**src/rtl/ntrle_pkg.sv**
```systemverilog
// Shared types, constants and the run-length step function of the frame decoder.
package ntrle_pkg;

    localparam int TABLE_ENTRIES = 15;
    localparam int TBL_AW        = $clog2(TABLE_ENTRIES);

    localparam logic [3:0] NIB_ESC  = 4'hF;
    localparam logic [7:0] RUN_BIAS = 8'h7F;

    localparam logic [1:0] MODE_RLE    = 2'd0;
    localparam logic [1:0] MODE_NIBBLE = 2'd1;
    localparam logic [1:0] MODE_BOTH   = 2'd2;

    localparam logic [1:0] NMID_NONE = 2'd0;
    localparam logic [1:0] NMID_ONE  = 2'd1;
    localparam logic [1:0] NMID_TWO  = 2'd2;

    typedef enum logic [1:0] {
        NPH_CODE    = 2'd0,
        NPH_ESC_HI  = 2'd1,
        NPH_LITERAL = 2'd2
    } nib_phase_t;

    typedef enum logic [1:0] {
        RPH_CODE    = 2'd0,
        RPH_REPEAT  = 2'd1,
        RPH_LITERAL = 2'd2
    } run_phase_t;

    typedef struct packed {
        run_phase_t  phase;
        logic [7:0]  lit_rem;
        logic [7:0]  rep_len;
    } run_state_t;

    typedef struct packed {
        logic        produce;
        logic [7:0]  value;
        logic [7:0]  count;
        run_state_t  state;
    } run_result_t;

    // One queue entry: the nibble stage output of one input byte.
    typedef struct packed {
        logic        frame_start;
        logic        use_run;
        logic [1:0]  n_mid;
        logic [7:0]  mid0;
        logic [7:0]  mid1;
    } q_entry_t;

    typedef struct packed {
        logic out_valid;
        logic pend_valid;
    } back_status_t;

    localparam run_state_t RUN_IDLE = '{phase: RPH_CODE, lit_rem: 8'd0, rep_len: 8'd0};

    // Advance the run-length stage by one byte.
    function automatic run_result_t run_step(run_state_t s, logic [7:0] b);
        run_result_t r;
        r.produce = 1'b0;
        r.value   = b;
        r.count   = 8'd1;
        r.state   = s;
        unique case (s.phase)
            RPH_REPEAT:
            begin
                r.produce       = 1'b1;
                r.count         = s.rep_len;
                r.state.phase   = RPH_CODE;
            end
            RPH_LITERAL:
            begin
                r.produce       = 1'b1;
                r.state.lit_rem = s.lit_rem - 8'd1;
                if (r.state.lit_rem == 8'd0)
                begin
                    r.state.phase = RPH_CODE;
                end
            end
            default:
            begin
                if (b[7])
                begin
                    r.state.rep_len = b - RUN_BIAS;
                    r.state.phase   = RPH_REPEAT;
                end
                else
                begin
                    r.state.lit_rem = b + 8'd1;
                    r.state.phase   = RPH_LITERAL;
                end
            end
        endcase
        return r;
    endfunction

endpackage

```
**src/rtl/ntrle_ram.sv**
```systemverilog
// Generic RAM: one write port, two registered read ports.
module ntrle_ram #(
    parameter int WIDTH = 8,
    parameter int DEPTH = 15
) (
    input  logic                     clk,
    input  logic                     we,
    input  logic [$clog2(DEPTH)-1:0] waddr,
    input  logic [WIDTH-1:0]         wdata,
    input  logic                     re,
    input  logic [$clog2(DEPTH)-1:0] raddr_a,
    input  logic [$clog2(DEPTH)-1:0] raddr_b,
    output logic [WIDTH-1:0]         rdata_a,
    output logic [WIDTH-1:0]         rdata_b
);

    logic [WIDTH-1:0] mem_reg [DEPTH];
    logic [WIDTH-1:0] rdata_a_reg;
    logic [WIDTH-1:0] rdata_b_reg;

    always_ff @(posedge clk)
    begin
        if (we)
        begin
            mem_reg[waddr] <= wdata;
        end
        if (re)
        begin
            rdata_a_reg <= mem_reg[raddr_a];
            rdata_b_reg <= mem_reg[raddr_b];
        end
    end

    assign rdata_a = rdata_a_reg;
    assign rdata_b = rdata_b_reg;

endmodule

```
**src/rtl/ntrle_front.sv**
```systemverilog
// Front end: table load, nibble decode and table lookup, one byte per cycle while the queue takes entries.
module ntrle_front (
    input  logic                clk,
    input  logic                rst_n,
    input  logic [1:0]          decode_mode,
    input  logic                in_valid,
    output logic                in_ready,
    input  logic [7:0]          data_byte,
    input  logic                frame_start,
    output logic                q_valid,
    input  logic                q_ready,
    output ntrle_pkg::q_entry_t q_data
);

    logic [3:0]              load_cnt_reg, load_cnt_next;
    ntrle_pkg::nib_phase_t   nph_reg, nph_next;
    logic [3:0]              held_reg, held_next;
    logic                    s2_valid_reg, s2_valid_next;
    logic                    s2_fs_reg;
    logic                    s2_use_run_reg;
    logic [1:0]              s2_n_reg;
    logic                    s2_sel_tbl_reg;
    logic [7:0]              s2_lit0_reg;

    logic                    accept;
    logic [3:0]              cnt_c;
    ntrle_pkg::nib_phase_t   ph_c;
    logic [3:0]              held_c;
    logic [3:0]              hi;
    logic [3:0]              lo;
    logic [1:0]              n_mid;
    logic                    sel_tbl;
    logic [7:0]              lit0;
    logic                    tbl_we;
    logic [7:0]              rdata_a;
    logic [7:0]              rdata_b;

    assign in_ready = !s2_valid_reg || q_ready;
    assign accept   = in_valid && in_ready;
    assign hi       = data_byte[7:4];
    assign lo       = data_byte[3:0];

    ntrle_ram #(
        .WIDTH (8),
        .DEPTH (ntrle_pkg::TABLE_ENTRIES)
    ) u_table (
        .clk     (clk),
        .we      (tbl_we),
        .waddr   (cnt_c[ntrle_pkg::TBL_AW-1:0]),
        .wdata   (data_byte),
        .re      (accept),
        .raddr_a (hi[ntrle_pkg::TBL_AW-1:0]),
        .raddr_b (lo[ntrle_pkg::TBL_AW-1:0]),
        .rdata_a (rdata_a),
        .rdata_b (rdata_b)
    );

    always_comb
    begin
        cnt_c   = frame_start ? 4'd0 : load_cnt_reg;
        ph_c    = frame_start ? ntrle_pkg::NPH_CODE : nph_reg;
        held_c  = frame_start ? 4'd0 : held_reg;
        load_cnt_next = load_cnt_reg;
        nph_next      = nph_reg;
        held_next     = held_reg;
        n_mid   = ntrle_pkg::NMID_NONE;
        sel_tbl = 1'b0;
        lit0    = data_byte;
        tbl_we  = 1'b0;
        if (accept)
        begin
            load_cnt_next = cnt_c;
            nph_next      = ph_c;
            held_next     = held_c;
            if (decode_mode == ntrle_pkg::MODE_RLE)
            begin
                n_mid = ntrle_pkg::NMID_ONE;
            end
            else if (cnt_c < 4'(ntrle_pkg::TABLE_ENTRIES))
            begin
                tbl_we        = 1'b1;
                load_cnt_next = cnt_c + 4'd1;
            end
            else
            begin
                unique case (ph_c)
                    ntrle_pkg::NPH_LITERAL:
                    begin
                        nph_next = ntrle_pkg::NPH_CODE;
                        n_mid    = ntrle_pkg::NMID_ONE;
                    end
                    ntrle_pkg::NPH_ESC_HI:
                    begin
                        lit0 = {held_c, hi};
                        if (lo == ntrle_pkg::NIB_ESC)
                        begin
                            nph_next = ntrle_pkg::NPH_LITERAL;
                            n_mid    = ntrle_pkg::NMID_ONE;
                        end
                        else
                        begin
                            nph_next = ntrle_pkg::NPH_CODE;
                            n_mid    = ntrle_pkg::NMID_TWO;
                        end
                    end
                    default:
                    begin
                        if (hi == ntrle_pkg::NIB_ESC)
                        begin
                            held_next = lo;
                            nph_next  = ntrle_pkg::NPH_ESC_HI;
                        end
                        else
                        begin
                            sel_tbl = 1'b1;
                            if (lo == ntrle_pkg::NIB_ESC)
                            begin
                                nph_next = ntrle_pkg::NPH_LITERAL;
                                n_mid    = ntrle_pkg::NMID_ONE;
                            end
                            else
                            begin
                                nph_next = ntrle_pkg::NPH_CODE;
                                n_mid    = ntrle_pkg::NMID_TWO;
                            end
                        end
                    end
                endcase
            end
        end
    end

    // Hold the lookup stage until the queue takes it.
    assign s2_valid_next = accept ? 1'b1 : (q_ready ? 1'b0 : s2_valid_reg);

    always_ff @(posedge clk or negedge rst_n)
    begin
        if (!rst_n)
        begin
            load_cnt_reg <= 4'd0;
            nph_reg      <= ntrle_pkg::NPH_CODE;
            held_reg     <= 4'd0;
            s2_valid_reg <= 1'b0;
        end
        else
        begin
            load_cnt_reg <= load_cnt_next;
            nph_reg      <= nph_next;
            held_reg     <= held_next;
            s2_valid_reg <= s2_valid_next;
        end
    end

    always_ff @(posedge clk)
    begin
        if (accept)
        begin
            s2_fs_reg      <= frame_start;
            s2_use_run_reg <= (decode_mode != ntrle_pkg::MODE_NIBBLE);
            s2_n_reg       <= n_mid;
            s2_sel_tbl_reg <= sel_tbl;
            s2_lit0_reg    <= lit0;
        end
    end

    assign q_valid            = s2_valid_reg;
    assign q_data.frame_start = s2_fs_reg;
    assign q_data.use_run     = s2_use_run_reg;
    assign q_data.n_mid       = s2_n_reg;
    assign q_data.mid0        = s2_sel_tbl_reg ? rdata_a : s2_lit0_reg;
    assign q_data.mid1        = rdata_b;

endmodule

```
**src/rtl/ntrle_fifo.sv**
```systemverilog
// Short queue of decoded nibble-stage entries between front and back ends.
module ntrle_fifo #(
    parameter int DEPTH = 2
) (
    input  logic                clk,
    input  logic                rst_n,
    input  logic                in_valid,
    output logic                in_ready,
    input  ntrle_pkg::q_entry_t in_data,
    output logic                out_valid,
    input  logic                out_ready,
    output ntrle_pkg::q_entry_t out_data
);

    localparam int AW = (DEPTH > 1) ? $clog2(DEPTH) : 1;
    localparam int CW = $clog2(DEPTH + 1);

    ntrle_pkg::q_entry_t mem_reg [DEPTH];
    logic [AW-1:0]       wr_ptr_reg, wr_ptr_next;
    logic [AW-1:0]       rd_ptr_reg, rd_ptr_next;
    logic [CW-1:0]       count_reg, count_next;
    logic                push;
    logic                pop;

    assign in_ready  = (count_reg != CW'(DEPTH));
    assign out_valid = (count_reg != '0);
    assign out_data  = mem_reg[rd_ptr_reg];
    assign push      = in_valid && in_ready;
    assign pop       = out_valid && out_ready;

    always_comb
    begin
        wr_ptr_next = wr_ptr_reg;
        rd_ptr_next = rd_ptr_reg;
        if (push)
        begin
            wr_ptr_next = (wr_ptr_reg == AW'(DEPTH - 1)) ? '0 : wr_ptr_reg + AW'(1);
        end
        if (pop)
        begin
            rd_ptr_next = (rd_ptr_reg == AW'(DEPTH - 1)) ? '0 : rd_ptr_reg + AW'(1);
        end
        case ({push, pop})
            2'b10:   count_next = count_reg + CW'(1);
            2'b01:   count_next = count_reg - CW'(1);
            default: count_next = count_reg;
        endcase
    end

    always_ff @(posedge clk or negedge rst_n)
    begin
        if (!rst_n)
        begin
            wr_ptr_reg <= '0;
            rd_ptr_reg <= '0;
            count_reg  <= '0;
        end
        else
        begin
            wr_ptr_reg <= wr_ptr_next;
            rd_ptr_reg <= rd_ptr_next;
            count_reg  <= count_next;
        end
    end

    always_ff @(posedge clk)
    begin
        if (push)
        begin
            mem_reg[wr_ptr_reg] <= in_data;
        end
    end

endmodule

```
**src/rtl/ntrle_back.sv**
```systemverilog
// Back end: run-length stage over up to two bytes and a two-slot result buffer.
module ntrle_back (
    input  logic                    clk,
    input  logic                    rst_n,
    input  logic                    q_valid,
    output logic                    q_ready,
    input  ntrle_pkg::q_entry_t     q_data,
    output logic                    m_valid,
    input  logic                    m_ready,
    output logic [7:0]              pixel_value,
    output logic [7:0]              repeat_count,
    output logic                    last_of_run,
    output ntrle_pkg::back_status_t status
);

    ntrle_pkg::run_state_t  run_reg, run_next;
    logic                   out_valid_reg, out_valid_next;
    logic                   pend_valid_reg, pend_valid_next;
    logic [7:0]             out_val_reg, out_val_next;
    logic [7:0]             out_cnt_reg, out_cnt_next;
    logic                   out_last_reg, out_last_next;
    logic [7:0]             pend_val_reg, pend_val_next;
    logic [7:0]             pend_cnt_reg, pend_cnt_next;

    ntrle_pkg::run_state_t  s0;
    ntrle_pkg::run_state_t  s1;
    ntrle_pkg::run_state_t  s_end;
    ntrle_pkg::run_result_t r0;
    ntrle_pkg::run_result_t r1;
    logic                   has0;
    logic                   has1;
    logic                   p0;
    logic                   p1;
    logic [7:0]             v0, c0, v1, c1;
    logic [7:0]             first_val, first_cnt;
    logic                   can_take;
    logic                   pop;

    assign can_take = !out_valid_reg || (m_ready && !pend_valid_reg);
    assign q_ready  = can_take;
    assign pop      = q_valid && can_take;

    always_comb
    begin
        has0  = (q_data.n_mid != ntrle_pkg::NMID_NONE);
        has1  = (q_data.n_mid == ntrle_pkg::NMID_TWO);
        s0    = q_data.frame_start ? ntrle_pkg::RUN_IDLE : run_reg;
        r0    = ntrle_pkg::run_step(s0, q_data.mid0);
        s1    = has0 ? r0.state : s0;
        r1    = ntrle_pkg::run_step(s1, q_data.mid1);
        if (q_data.use_run)
        begin
            s_end = has1 ? r1.state : s1;
            p0    = has0 && r0.produce;
            p1    = has1 && r1.produce;
            v0    = r0.value;
            c0    = r0.count;
            v1    = r1.value;
            c1    = r1.count;
        end
        else
        begin
            s_end = s0;
            p0    = has0;
            p1    = has1;
            v0    = q_data.mid0;
            c0    = 8'd1;
            v1    = q_data.mid1;
            c1    = 8'd1;
        end
        first_val = p0 ? v0 : v1;
        first_cnt = p0 ? c0 : c1;
    end

    always_comb
    begin
        run_next        = run_reg;
        out_valid_next  = out_valid_reg;
        pend_valid_next = pend_valid_reg;
        out_val_next    = out_val_reg;
        out_cnt_next    = out_cnt_reg;
        out_last_next   = out_last_reg;
        pend_val_next   = pend_val_reg;
        pend_cnt_next   = pend_cnt_reg;
        if (pop)
        begin
            run_next        = s_end;
            out_valid_next  = p0 || p1;
            out_val_next    = first_val;
            out_cnt_next    = first_cnt;
            out_last_next   = !(p0 && p1);
            pend_valid_next = p0 && p1;
            pend_val_next   = v1;
            pend_cnt_next   = c1;
        end
        else if (out_valid_reg && m_ready)
        begin
            // Advance the second result of a pair into the output slot.
            out_valid_next  = pend_valid_reg;
            out_val_next    = pend_val_reg;
            out_cnt_next    = pend_cnt_reg;
            out_last_next   = 1'b1;
            pend_valid_next = 1'b0;
        end
    end

    always_ff @(posedge clk or negedge rst_n)
    begin
        if (!rst_n)
        begin
            run_reg        <= ntrle_pkg::RUN_IDLE;
            out_valid_reg  <= 1'b0;
            pend_valid_reg <= 1'b0;
        end
        else
        begin
            run_reg        <= run_next;
            out_valid_reg  <= out_valid_next;
            pend_valid_reg <= pend_valid_next;
        end
    end

    always_ff @(posedge clk)
    begin
        out_val_reg  <= out_val_next;
        out_cnt_reg  <= out_cnt_next;
        out_last_reg <= out_last_next;
        pend_val_reg <= pend_val_next;
        pend_cnt_reg <= pend_cnt_next;
    end

    assign m_valid           = out_valid_reg;
    assign pixel_value       = out_val_reg;
    assign repeat_count      = out_cnt_reg;
    assign last_of_run       = out_last_reg;
    assign status.out_valid  = out_valid_reg;
    assign status.pend_valid = pend_valid_reg;

endmodule

```
**src/rtl/nibble_table_rle_frame_decoder.sv**
```systemverilog
// Path: a byte passes the lookup stage register, the queue and the back end's output register.
// Throughput: one byte per cycle while each byte yields at most one result and the output is
// ready; a byte that yields two results holds the back end while its second result waits in the result pair buffer.
// Reset: decode_mode, table load count, nibble and run state and the queue clear
// at once; the symbol table keeps its contents and is reloaded after each frame start in the nibble modes.
// Top level of the nibble-table / run-length frame decoder.
module nibble_table_rle_frame_decoder #(
    parameter int QUEUE_DEPTH = 2
) (
    input  logic        clk,
    input  logic        rst_n,
    input  logic        cfg_wr_en,
    input  logic [1:0]  cfg_wr_data,     // decode_mode
    input  logic        s_axis_tvalid,
    output logic        s_axis_tready,
    input  logic [7:0]  s_axis_tdata,    // [7:0] data_byte
    input  logic        s_axis_tuser,    // [0] frame_start
    output logic        m_axis_tvalid,
    input  logic        m_axis_tready,
    output logic [15:0] m_axis_tdata,    // [7:0] pixel_value, [15:8] repeat_count
    output logic        m_axis_tlast     // last_of_run
);

    logic [1:0]              decode_mode_reg;
    logic                    fq_valid;
    logic                    fq_ready;
    ntrle_pkg::q_entry_t     fq_data;
    logic                    qb_valid;
    logic                    qb_ready;
    ntrle_pkg::q_entry_t     qb_data;
    ntrle_pkg::back_status_t bk_status;
    logic [7:0]              pixel_value;
    logic [7:0]              repeat_count;

    always_ff @(posedge clk or negedge rst_n)
    begin
        if (!rst_n)
        begin
            decode_mode_reg <= ntrle_pkg::MODE_RLE;
        end
        else if (cfg_wr_en)
        begin
            decode_mode_reg <= cfg_wr_data;
        end
    end

    ntrle_front u_front (
        .clk         (clk),
        .rst_n       (rst_n),
        .decode_mode (decode_mode_reg),
        .in_valid    (s_axis_tvalid),
        .in_ready    (s_axis_tready),
        .data_byte   (s_axis_tdata),
        .frame_start (s_axis_tuser),
        .q_valid     (fq_valid),
        .q_ready     (fq_ready),
        .q_data      (fq_data)
    );

    ntrle_fifo #(
        .DEPTH (QUEUE_DEPTH)
    ) u_queue (
        .clk       (clk),
        .rst_n     (rst_n),
        .in_valid  (fq_valid),
        .in_ready  (fq_ready),
        .in_data   (fq_data),
        .out_valid (qb_valid),
        .out_ready (qb_ready),
        .out_data  (qb_data)
    );

    ntrle_back u_back (
        .clk          (clk),
        .rst_n        (rst_n),
        .q_valid      (qb_valid),
        .q_ready      (qb_ready),
        .q_data       (qb_data),
        .m_valid      (m_axis_tvalid),
        .m_ready      (m_axis_tready),
        .pixel_value  (pixel_value),
        .repeat_count (repeat_count),
        .last_of_run  (m_axis_tlast),
        .status       (bk_status)
    );

    assign m_axis_tdata = {repeat_count, pixel_value};

    a_pend_needs_out: assert property (@(posedge clk) disable iff (!rst_n)
        bk_status.pend_valid |-> m_axis_tvalid)
        else $error("second result buffered without a first result on the output");

    a_pair_first_not_last: assert property (@(posedge clk) disable iff (!rst_n)
        (m_axis_tvalid && bk_status.pend_valid) |-> !m_axis_tlast)
        else $error("first result of a pair flagged as last");

    a_queue_count_sane: assert property (@(posedge clk) disable iff (!rst_n)
        !qb_valid |-> fq_ready)
        else $error("queue reports empty and full at once");

    a_front_holds_request: assert property (@(posedge clk) disable iff (!rst_n)
        (fq_valid && !fq_ready) |=> fq_valid)
        else $error("front end dropped a request the queue did not take");

endmodule
```
**config.mk**
```make
export PLATFORM = sky130hd
export DESIGN_NAME = nibble_table_rle_frame_decoder
export DESIGN_NICKNAME = d
export VERILOG_FILES = /design/src/rtl/ntrle_pkg.sv /design/src/rtl/ntrle_ram.sv /design/src/rtl/ntrle_front.sv /design/src/rtl/ntrle_fifo.sv /design/src/rtl/ntrle_back.sv /design/src/rtl/nibble_table_rle_frame_decoder.sv
export SDC_FILE = /design/constraint.sdc
export NUM_CORES = 1
export LEC_CHECK = 0
export BUFFER_PORTS_ARGS = -buffer_cell sky130_fd_sc_hd__buf_2
export CAP_MARGIN = 5
export CORE_MARGIN = 10
export CORE_UTILIZATION = 40
export CTS_BUF_LIST = sky130_fd_sc_hd__clkbuf_8
export CTS_CLUSTER_SIZE = 30
export DETAILED_ROUTE_END_ITERATION = 7
export GPL_TIMING_DRIVEN = 0
export PLACE_DENSITY_LB_ADDON = 0.1
export SKIP_LAST_GASP = 1
export SLEW_MARGIN = 20
export SYNTH_ARGS = -nofsm -noshare
export SYNTH_HDL_FRONTEND = slang
export SYNTH_SLANG_ARGS = --single-unit
```
**constraint.sdc**
```tcl
create_clock -name clk -period 4.3 [get_ports clk]
set_clock_uncertainty 0.05 [all_clocks]
set_input_delay 0.43 -clock clk [delete_from_list [all_inputs] [get_ports clk]]
set_output_delay 0.43 -clock clk [all_outputs]
set_load 0.05 [all_outputs]
```
## Yosys cells after proc, flatten, opt, wreduce, memory -nomap -nowiden

Memory sizes are Yosys's and may differ from the RTL's. A register that Yosys moved wholly into a read port is not among the register bits.
Cells that the tools add are included.

| cells by class | value |
|---|---|
| add/sub/neg operators | 11 |
| magnitude comparators | 1 |
| equal/unequal tests | 13 |
| multiplexer cells | 73 |
| reductions and logical operators | 28 |

Operators with widths:

| kind | number |
|---|---|
| $mux 8 | 20 |
| $mux 18 | 4 |
| $mux 4 | 8 |
| $pmux 8 s2 | 2 |
| $mux 1 | 23 |
| $mux 2 | 11 |
| $pmux 2 s2 | 5 |
| $add 8x1->8 const B | 2 |
| $logic_not 8->1 | 2 |
| $sub 8x1->8 const B | 2 |
| $sub 8x7->8 const B | 2 |
| $eq 2x2->1 const B | 5 |
| $reduce_bool 2->1 | 5 |
| $eq 2x1->1 const B | 4 |
| $eq 4x4->1 const B | 2 |
| $logic_and 1x1->1 | 8 |
| $reduce_or 2->1 | 4 |
| $add 4x1->4 const B | 1 |
| $logic_not 1->1 | 4 |
| $lt 4x4->1 const B | 1 |
| $reduce_or 4->1 | 1 |
| $logic_or 1x1->1 | 3 |
| $add 1x1->1 const B | 2 |
| $add 2x1->2 const B | 1 |
| other kinds (4) | 4 |

| word-level totals | value |
|---|---|
| flip-flop bits (word level) | 83 |
| RAM bits | 160 |
| bits of input ports | 16 |
| logic and storage cells | 152 |
| memories kept | 2 |

Memory list:

| name | words | width | read ports | clocked after Yosys merged registers in | wr ports | RTL line | RTL |
|---|---|---|---|---|---|---|---|
| u_front.u_table.mem_reg | 15 | 8 | 2 | 2 | 1 | ntrle_ram.sv:17 | `logic [WIDTH-1:0] mem_reg [DEPTH];` |
| u_queue.mem_reg | 2 | 20 | 1 | 0 | 1 | ntrle_fifo.sv:18 | `ntrle_pkg::q_entry_t mem_reg [DEPTH];` |

## Logic depth before layout (Yosys ltp)

Gate-level depths: netlist (run 1).
An unclocked memory read counts as a cell.

| depth | value |
|---|---|
| depth after elaboration | 15 |
| depth in mapped cells | 21 |
| depth with buffers taken out | 17 |

## By module

From an unflattened synthesis (run 1), not the netlist that was laid out.

| unflattened totals | value |
|---|---|
| cells, all modules | 935 |
| area total of the unflattened synthesis | 12923.6 um2 |

Modules (own cells, without submodules):

| module | instances | cells each | area an instance (um2) |
|---|---|---|---|
| ntrle_ram | 1 | 341 | 6256.0 |
| ntrle_back | 1 | 397 | 3589.7 |
| ntrle_fifo | 1 | 79 | 1631.6 |
| ntrle_front | 1 | 114 | 1373.8 |
| nibble_table_rle_frame_decoder | 1 | 4 | 72.6 |

## Least setup slack after synthesis (run 1)

No wires, ideal clock.

| path | value |
|---|---|
| path kind | reg-to-reg |
| from | register u_queue.rd_ptr_reg |
| to | register u_back.run_reg[11] (netlist name) |
| arrival time | 4.127 ns |
| setup slack | 0.005 ns |
| stages on the path, launching flop included | 20 |
| buffers on the path | 4 |
| path through | dfrtp_1 buf_6 mux2i_2 clkbuf_1 clkbuf_1 nand2_1 ha_1 a21oi_1 a21oi_1 or4_1 a21oi_1 o21ai_0 ha_1 and2_1 o21bai_1 and2_1 clkbuf_1 o221ai_1 a2bb2oi_1 a21o_1 |

| on the way | value |
|---|---|
| longest elaborated chain between the ends | 11 |
| elaborated cells between the ends (all ways) | 23 |
| classes of those cells | 4 x add/sub; 5 x eq/ne; 11 x mux; 2 x reduce/logical; 1 x memory |

Ends and longest elaborated chain:

| element | RTL line | RTL |
|---|---|---|
| from (decl) | ntrle_fifo.sv:20 | `logic [AW-1:0] rd_ptr_reg, rd_ptr_next;` |
| from (signal assigned) | ntrle_fifo.sv:61 | `rd_ptr_reg <= rd_ptr_next;` |
| $mem_v2 2x20 (*) | - |  |
| parallel branches: the longest is 9 deep, another holds $add 8x1->8 | - |  |
| $mux 18 (*) | ntrle_back.sv:51 | `if (q_data.use_run)` |
| to (signal assigned) | ntrle_back.sv:111 | `run_reg <= ntrle_pkg::RUN_IDLE;` |
| to (signal assigned) | ntrle_back.sv:117 | `run_reg <= run_next;` |
| to (decl) | ntrle_back.sv:16 | `ntrle_pkg::run_state_t run_reg, run_next;` |

Mark *: on every way between the ends.
A chain may end at the register's enable or synchronous reset.

## Worst setup path in the final report (run 1)

Ends and elaborated chain as after synthesis.

==> results of run 1 <==
what timing repair did:
| item | in CTS | in global routing |
|---|---|---|
| resized for setup | 15 | 26 |
| hold endpoints to repair | 39 | 0 |
| pin swaps | 1 | 6 |
| setup endpoints to repair | 36 | 22 |
| setup buffers | 3 | 3 |
| hold buffers | 3 | 0 |
per-stage QoR:
stage                     hold slack, ns  cell area [um2]  power (uW)  std cells  utilization [%]
after global routing              0.0178            14400       10300       1423             46.7
after detailed placement           0.382            13300        7370       1334             43.2
after floorplan                   0.0844            12600        6260        902                -
final                             0.0469            14400        9740       1423             46.7
after CTS                         0.0172            14300        9690       1420             46.3
after global placement             0.377            13300        7360       1332             43.1
logic make-up (layout without fill, tap and decap cells):
kind of cell	after synthesis	after routing
compound gates	176	176
xor+xnor	20	20
fa+ha+maj	17	17
buf+inv	77	202
flops	259	259
mux	121	121
simple gates	232	232
Yosys cell counts (9+ instances only):
cell / number / area share [%]
edfxtp_1: 222 / 53
nand2_1: 91 / 2.7
o21ai_0: 69 / 2.7
mux4_2: 64 / 11
nor2_1: 58 / 1.7
clkbuf_1: 41 / 1.2
dfrtp_1: 37 / 7.3
mux2i_1: 33 / 2.6
a21oi_1: 30 / 1.2
inv_1: 25 / 0.74
mux2_2: 21 / 1.9
ha_1: 17 / 1.7
a22o_1: 15 / 1.0
xnor2_1: 14 / 0.97
nand2b_1: 13 / 0.64
nand3_1: 11 / 0.44
and3_1: 9 / 0.45
layer usage:
layer  vias to the layer above  part of all wire [%]  GRT usage, %
li1                       3700                     -             -
met1                      3953                    40          19.5
met2                       221                    51          28.7
met3                        63                   4.6          2.91
met4                         0                   3.5          6.66
met5                         -                     0             0
critical path, stage by stage, from the launching register on:
cell,delay (ns)
dfrtp_1,0.37
buf_6,0.14
mux2i_4,0.20
buf_6,0.15
clkbuf_8,0.18
nand2_2,0.09
ha_1,0.14
or4b_2,0.59
or4_4,0.47
a21oi_4,0.16
o22ai_2,0.13
inv_1,0.08
ha_2,0.27
and2_4,0.16
o21bai_2,0.20
and2_4,0.19
o221ai_2,0.19
a2bb2oi_1,0.17
a21o_1,0.11
how the worst max path moves through the flow:
stage	to	startpoint
after floorplan	u_back.run_reg[11]$_DFFE_PN0P_	u_queue.rd_ptr_reg$_DFFE_PN0P_
after global placement	u_back.run_reg[11]$_DFFE_PN0P_	u_queue.rd_ptr_reg$_DFFE_PN0P_
after detailed placement	u_back.run_reg[11]$_DFFE_PN0P_	u_queue.rd_ptr_reg$_DFFE_PN0P_
after CTS	u_back.run_reg[11]$_DFFE_PN0P_	u_queue.rd_ptr_reg$_DFFE_PN0P_
after global routing	u_back.run_reg[12]$_DFFE_PN0P_	u_queue.rd_ptr_reg$_DFFE_PN0P_
final	u_back.run_reg[11]$_DFFE_PN0P_	u_queue.rd_ptr_reg$_DFFE_PN0P_
final cells by class:
class                      instances  share of cell area, %
clock buffer                      45                   4.31
inverter                          25                  0.652
buffer                            51                   1.64
multi-input combinational        566                   33.6
clock inverter                    36                   1.72
sequential                       259                   52.8
tap                              396                   3.44
timing repair buffer              45                   1.86
power by group through the flow:
stage	Sequential [uW]	Combinational (uW)	Clock, uW
5_1_grt	3630	4330	2370
2_1_floorplan	3850	2410	0
6_report	3570	3970	2190
3_5_place_dp	3610	3760	0
4_1_cts	3570	3860	2260
3_3_place_gp	3610	3750	0
==> qor.txt, run 1 <==
Ys async rst share - 14.3%
Most common cell after layout, fill and taps aside - edfxtp_1
Internal power - 5910 uW
Synth-to-Final Area Change - 14.0%
DP Wirelength - 23,000 um
Yosys reg bits - 259
CTS buffer count - 45
Reg2reg end - u_back.run_reg[11]$_DFFE_PN0P_
Clk buf depth - 3
Place WS - -1.23 ns
Most frequent cells in the layout - 222 x edfxtp_1, 89 x nand2_1, 67 x o21ai_0
Pre-Repair DR Iteration Count - 5
Crit end category - flip-flop
# setup viols final - 0
Count of pins over their slew limit - 0
Routed wire length - 31,600 um
Mux cell area share after synthesis - 16.3%
Clock transition at path regs - 0.06 ns
Power Dens Cells - 677 nW/um2
Initial Util - 40.9%
Worst Setup Start Kind - flip-flop
Vias in the first global route - 8,024
Diodes inserted - 0
Final worst path period share - 95.0%
Tmin final - 4.08 ns
Die area - 39,000 um2
Synth Instances - 902
Core area - 30,800 um2
Area of the multi-input gates - 4830 um2
Final ANT Viol Nets - 0
Worst-path maximum fanout - 10
DRC Markers - 0
Slew HR - 36.2%
First-pass GRT wire length - 48,900 um
Beginning of the worst hold path - cfg_wr_data[0]
Leakage Power - 0.00522 uW
WHS Endpoint - decode_mode_reg[0]$_DFFE_PN0P_
Share of cells above drive strength 1 - 22.8%
Via density - 5.58
Sequential area share after synthesis - 60.2%
Post-Syn Area - 12,600 um2
H-tree Lvls - 2
Largest net degree at the start of global routing - 38
Final Hold Violating Endpoints - 0
Setup TNS - 0 ns
Initial DRC count - 541
Status - finished, final reports clean
Reg power frac - 36.7%
IO Count - 35
GRT Residual Overflow - 0
Hold-critical path depth - 2
Critical Setup Path Class - flip-flop to flip-flop
Register cell area after layout - 7590 um2
Port buffer count - 34
Initial antenna violation count - 0
Syn Nets - 935
Number of fillers in the final layout - 2,716
Max reg flops - 120
Clock share of power - 22.5%
GRT Resource Usage Total - 16.4%
Switching power of the nets - 3830 uW
Clk sinks - 259
Comb pwr share - 40.8%
Worst-Skew Late Latency - 0.58 ns
R2R depth - 18
Synth Area in Simple Gates - 8.97%
Critical R2R Launch - u_queue.rd_ptr_reg$_DFFE_PN0P_
Number of synthesized flops with an enable pin - 222
XOR/XNOR share of the synthesized area - 1.39%
Max-cap violations - 0
Required @ worst endpoint - 4.74 ns
Min setup slack post-route - 0.217 ns
Post-synth top flop - edfxtp_1
Post-Synth Adder-Cell Area - 1.69%
CTS tree - yes
Via count - 7,937
Tightest Pin Transition - 0.956 ns
# nets final - 1,026
Synth unique cells - 74
Compound-cell area share of the yosys netlist - 8.99%
RSZ-0062 raised after global routing - no
Highest Clock Rate - 245 MHz
Cell Rows - 64
Worst EP arrival - 4.53 ns
Worst vdd ir - 348 uV
Hold Crit Class - primary input to flip-flop
Clk root buf - clkbuf_8
Worst R2R Setup Slack - 0.22 ns
Ys Warns - 0
Height of the die - 198 um
Avg WL per Cell - 22.2 um
Largest family of logic cells by synthesized area - multiplexers
Switching share of power - 39.3%
Mean Syn Cell Area - 14.0 um2
Chip width - 198 um
GPL Wtd Cong - 0.905
Power figures use the tool's default switching activity.
==> inputs of run 2 (changes only) <==
--- a/config.mk
+++ b/config.mk
@@ -13,6 +13,7 @@
 export CTS_CLUSTER_SIZE = 30
 export DETAILED_ROUTE_END_ITERATION = 7
 export GPL_TIMING_DRIVEN = 0
+export MAX_ROUTING_LAYER = met4
 export PLACE_DENSITY_LB_ADDON = 0.1
 export SKIP_LAST_GASP = 1
 export SLEW_MARGIN = 20
==> qor.txt, run 2 (same netlist as run 1, synthesis figures left out) <==
Status - finished, final reports clean
Worst EP arrival - 4.53 ns (about the same)
Die area - 39,000 um2 (unchanged)
Setup TNS - 0 ns (unchanged)
IO Count - 35 (unchanged)
Tightest Pin Transition - 0.972 ns (+0.0156 ns)
Highest Clock Rate - 243 MHz (-0.83%)
Number of fillers in the final layout - 2,745 (+1.1%)
RSZ-0062 raised after global routing - no
Diodes inserted - 0 (unchanged)
Area of the multi-input gates - 4840 um2 (+0.21%)
Max reg flops - 120 (unchanged)
Power Dens Cells - 672 nW/um2 (-0.74%)
Dpl cell area - 13,300 um2 (unchanged)
Clk root buf - clkbuf_8
Clock transition at path regs - 0.06 ns (about the same)
Hold Crit Class - primary input to flip-flop
Synth-to-Final Area Change - 13.5%
Count of pins over their slew limit - 0 (unchanged)
Largest net degree at the start of global routing - 38 (unchanged)
R2R depth - 18 (unchanged)
Switching power of the nets - 3870 uW (+0.99%)
# setup viols final - 0 (unchanged)
DP Wirelength - 23,000 um (about the same)
Worst vdd ir - 225 uV (-35%)
Final instance area - 14,300 um2 (-0.44%)
Final ANT Viol Nets - 0 (unchanged)
Core area - 30,800 um2 (unchanged)
CP delay by family, top - simple AND/OR/NAND/NOR gates
Initial antenna violation count - 0 (unchanged)
DRC Markers - 0 (unchanged)
Worst-Skew Late Latency - 0.58 ns (about the same)
Reg2reg end - u_back.run_reg[12]$_DFFE_PN0P_
Most frequent cells in the layout - 222 x edfxtp_1, 90 x nand2_1, 67 x o21ai_0
Clk sinks - 259 (unchanged)
Comb pwr share - 41.8% (+1.0 points)
Register cell area after layout - 7590 um2 (unchanged)
Port buffer count - 34 (unchanged)
Leakage Power - 0.00517 uW (-1.0%)
Initial DRC count - 462 (-15%)
Avg WL per Cell - 22.3 um (+0.41%)
Routed wire length - 31,700 um (+0.34%)
Critical Setup Path Class - flip-flop to flip-flop
Share of cells above drive strength 1 - 22.2% (-0.56 points)
GRT Residual Overflow - 0 (unchanged)
Worst-path maximum fanout - 10 (unchanged)
Tmin final - 4.12 ns (+0.0343 ns)
Via count - 7,995 (+0.73%)
Slowest Stage Delay on Critical Path - 0.57 ns (-0.02 ns)
Most common cell after layout, fill and taps aside - edfxtp_1
Height of the die - 198 um (unchanged)
Vias in the first global route - 8,262 (+3.0%)
Critical-path cell list - buf_6 > mux2i_4 > buf_4 > clkbuf_8 > nand2_1 > ha_1 > or4b_2 > or4_4 > a21oi_4 > o21ai_4 > ha_4 > buf_4 > and2b_2 > and2_4 > a41oi_2 > a31oi_1 > o2bb2ai_1 > nand2_1
Initial Util - 40.9% (unchanged)
Crit end category - flip-flop
Final worst path period share - 95.8% (+0.80 points)
Internal power - 5750 uW (-2.6%)
Hold-critical path depth - 2 (unchanged)
CTS tree - yes
GRT Resource Usage Total - 17.0% (+0.68 points)
Critical-path top delay cell - or4b_2
GPL Wtd Cong - 0.897 (-0.97%)
H-tree Lvls - 2 (unchanged)
Chip width - 198 um (unchanged)
Slew HR - 35.2% (-1.0 points)
Final Hold Violating Endpoints - 0 (unchanged)
Required @ worst endpoint - 4.71 ns (-0.03 ns)
Worst Setup Start Kind - flip-flop
First-pass GRT wire length - 49,500 um (+1.2%)
Reg power frac - 37.1% (+0.4 points)
WHS Endpoint - decode_mode_reg[0]$_DFFE_PN0P_
Critical R2R Launch - u_queue.rd_ptr_reg$_DFFE_PN0P_
Switching share of power - 40.2% (+0.87 points)
Worst R2R Setup Slack - 0.18 ns (-0.03 ns)
Clk buf depth - 3 (unchanged)
Clock share of power - 21.1% (-1.4 points)
Pre-Repair DR Iteration Count - 5 (unchanged)
CTS buffer count - 46 (+2.2%)
Crit path buf inv count - 4 (unchanged)
# nets final - 1,024 (-0.19%)
Beginning of the worst hold path - cfg_wr_data[0]
Cell Rows - 64 (unchanged)
Power Total - 9620 uW (-1.2%)
Max-cap violations - 0 (unchanged)
Via density - 5.62 (+0.80%)
==> run 2: cell count changes in the layout (fill, tap and decap cells not counted), sizes merged <==
cell	change
clkinv	+9
clkinvlp	-1
buf	-4
inv	-4
bufinv	-3
clkbuf	+2
==> run 2: metal layers <==
layer | vias to the layer above | GRT usage [%] | share of wire (%)
li1 | 3687 | - | -
met5 | - | - | 0
met1 | 3998 | 19.9 | 41
met3 | 73 | 3.07 | 4.9
met4 | 0 | 7.69 | 3.9
met2 | 237 | 28.4 | 51
==> run 2: worst reg2reg max path, delay by kind of cell (launching register included) <==
family	cells	cell delay, ns
AO/OA/AOI/OAI	5	0.67
multiplexers	1	0.20
adder cells (fa/ha/maj)	2	0.45
buffers and inverters	4	0.64
flip-flops	1	0.37
AND/OR/NAND/NOR	6	1.64
==> run 2: worst max path at each step <==
stage,end,from,slack [ns],depth (start not counted)
2_1_floorplan,u_back.run_reg[11]$_DFFE_PN0P_,u_queue.rd_ptr_reg$_DFFE_PN0P_,0.005,19
3_3_place_gp,u_back.run_reg[11]$_DFFE_PN0P_,u_queue.rd_ptr_reg$_DFFE_PN0P_,-1.28,19
3_5_place_dp,u_back.run_reg[11]$_DFFE_PN0P_,u_queue.rd_ptr_reg$_DFFE_PN0P_,-1.24,19
4_1_cts,u_back.run_reg[12]$_DFFE_PN0P_,u_queue.rd_ptr_reg$_DFFE_PN0P_,0.008,18
5_1_grt,u_back.run_reg[16]$_DFFE_PN0P_,u_queue.rd_ptr_reg$_DFFE_PN0P_,0.007,17
6_report,u_back.run_reg[12]$_DFFE_PN0P_,u_queue.rd_ptr_reg$_DFFE_PN0P_,0.18,18
==> run 2: through the flow <==
step | utilization, % | hold slack, ns | setup WS [ns] | std cells
CTS | 46.1 | 0.0210 | 0.00821 | 1421
floorplan | - | 0.0844 | 0.00490 | 902
global placement | 43.1 | 0.378 | -1.28 | 1332
detailed placement | 43.2 | 0.382 | -1.24 | 1334
global route | 46.5 | 0.0242 | 0.00716 | 1422
finish | 46.5 | 0.0565 | 0.183 | 1422
==> run 2: power groups by stage <==
stage | clock network, uW | logic [uW] | registers, uW
global route | 2220 | 4370 | 3630
detailed placement | 0 | 3780 | 3610
CTS | 2110 | 3890 | 3570
global placement | 0 | 3760 | 3610
finish | 2030 | 4020 | 3570
floorplan | 0 | 2410 | 3850
==> run 2: final cells by class <==
| cell class | instances | area share (%) |
|---|---|---|
| buffer | 51 | 1.67 |
| sequential | 259 | 53.0 |
| timing repair buffer | 42 | 1.71 |
| multi-input combinational | 566 | 33.8 |
| clock buffer | 46 | 4.42 |
| clock inverter | 37 | 1.26 |
| inverter | 25 | 0.655 |
| tap | 396 | 3.46 |
==> run 2: repair_timing <==
action / 4_1_cts / 5_1_grt
hold buffers: 3 / 0
pin swaps: 1 / 5
resized for setup: 19 / 23
hold endpoints to repair: 39 / 0
setup endpoints to repair: 36 / 23
setup buffers: 2 / 1
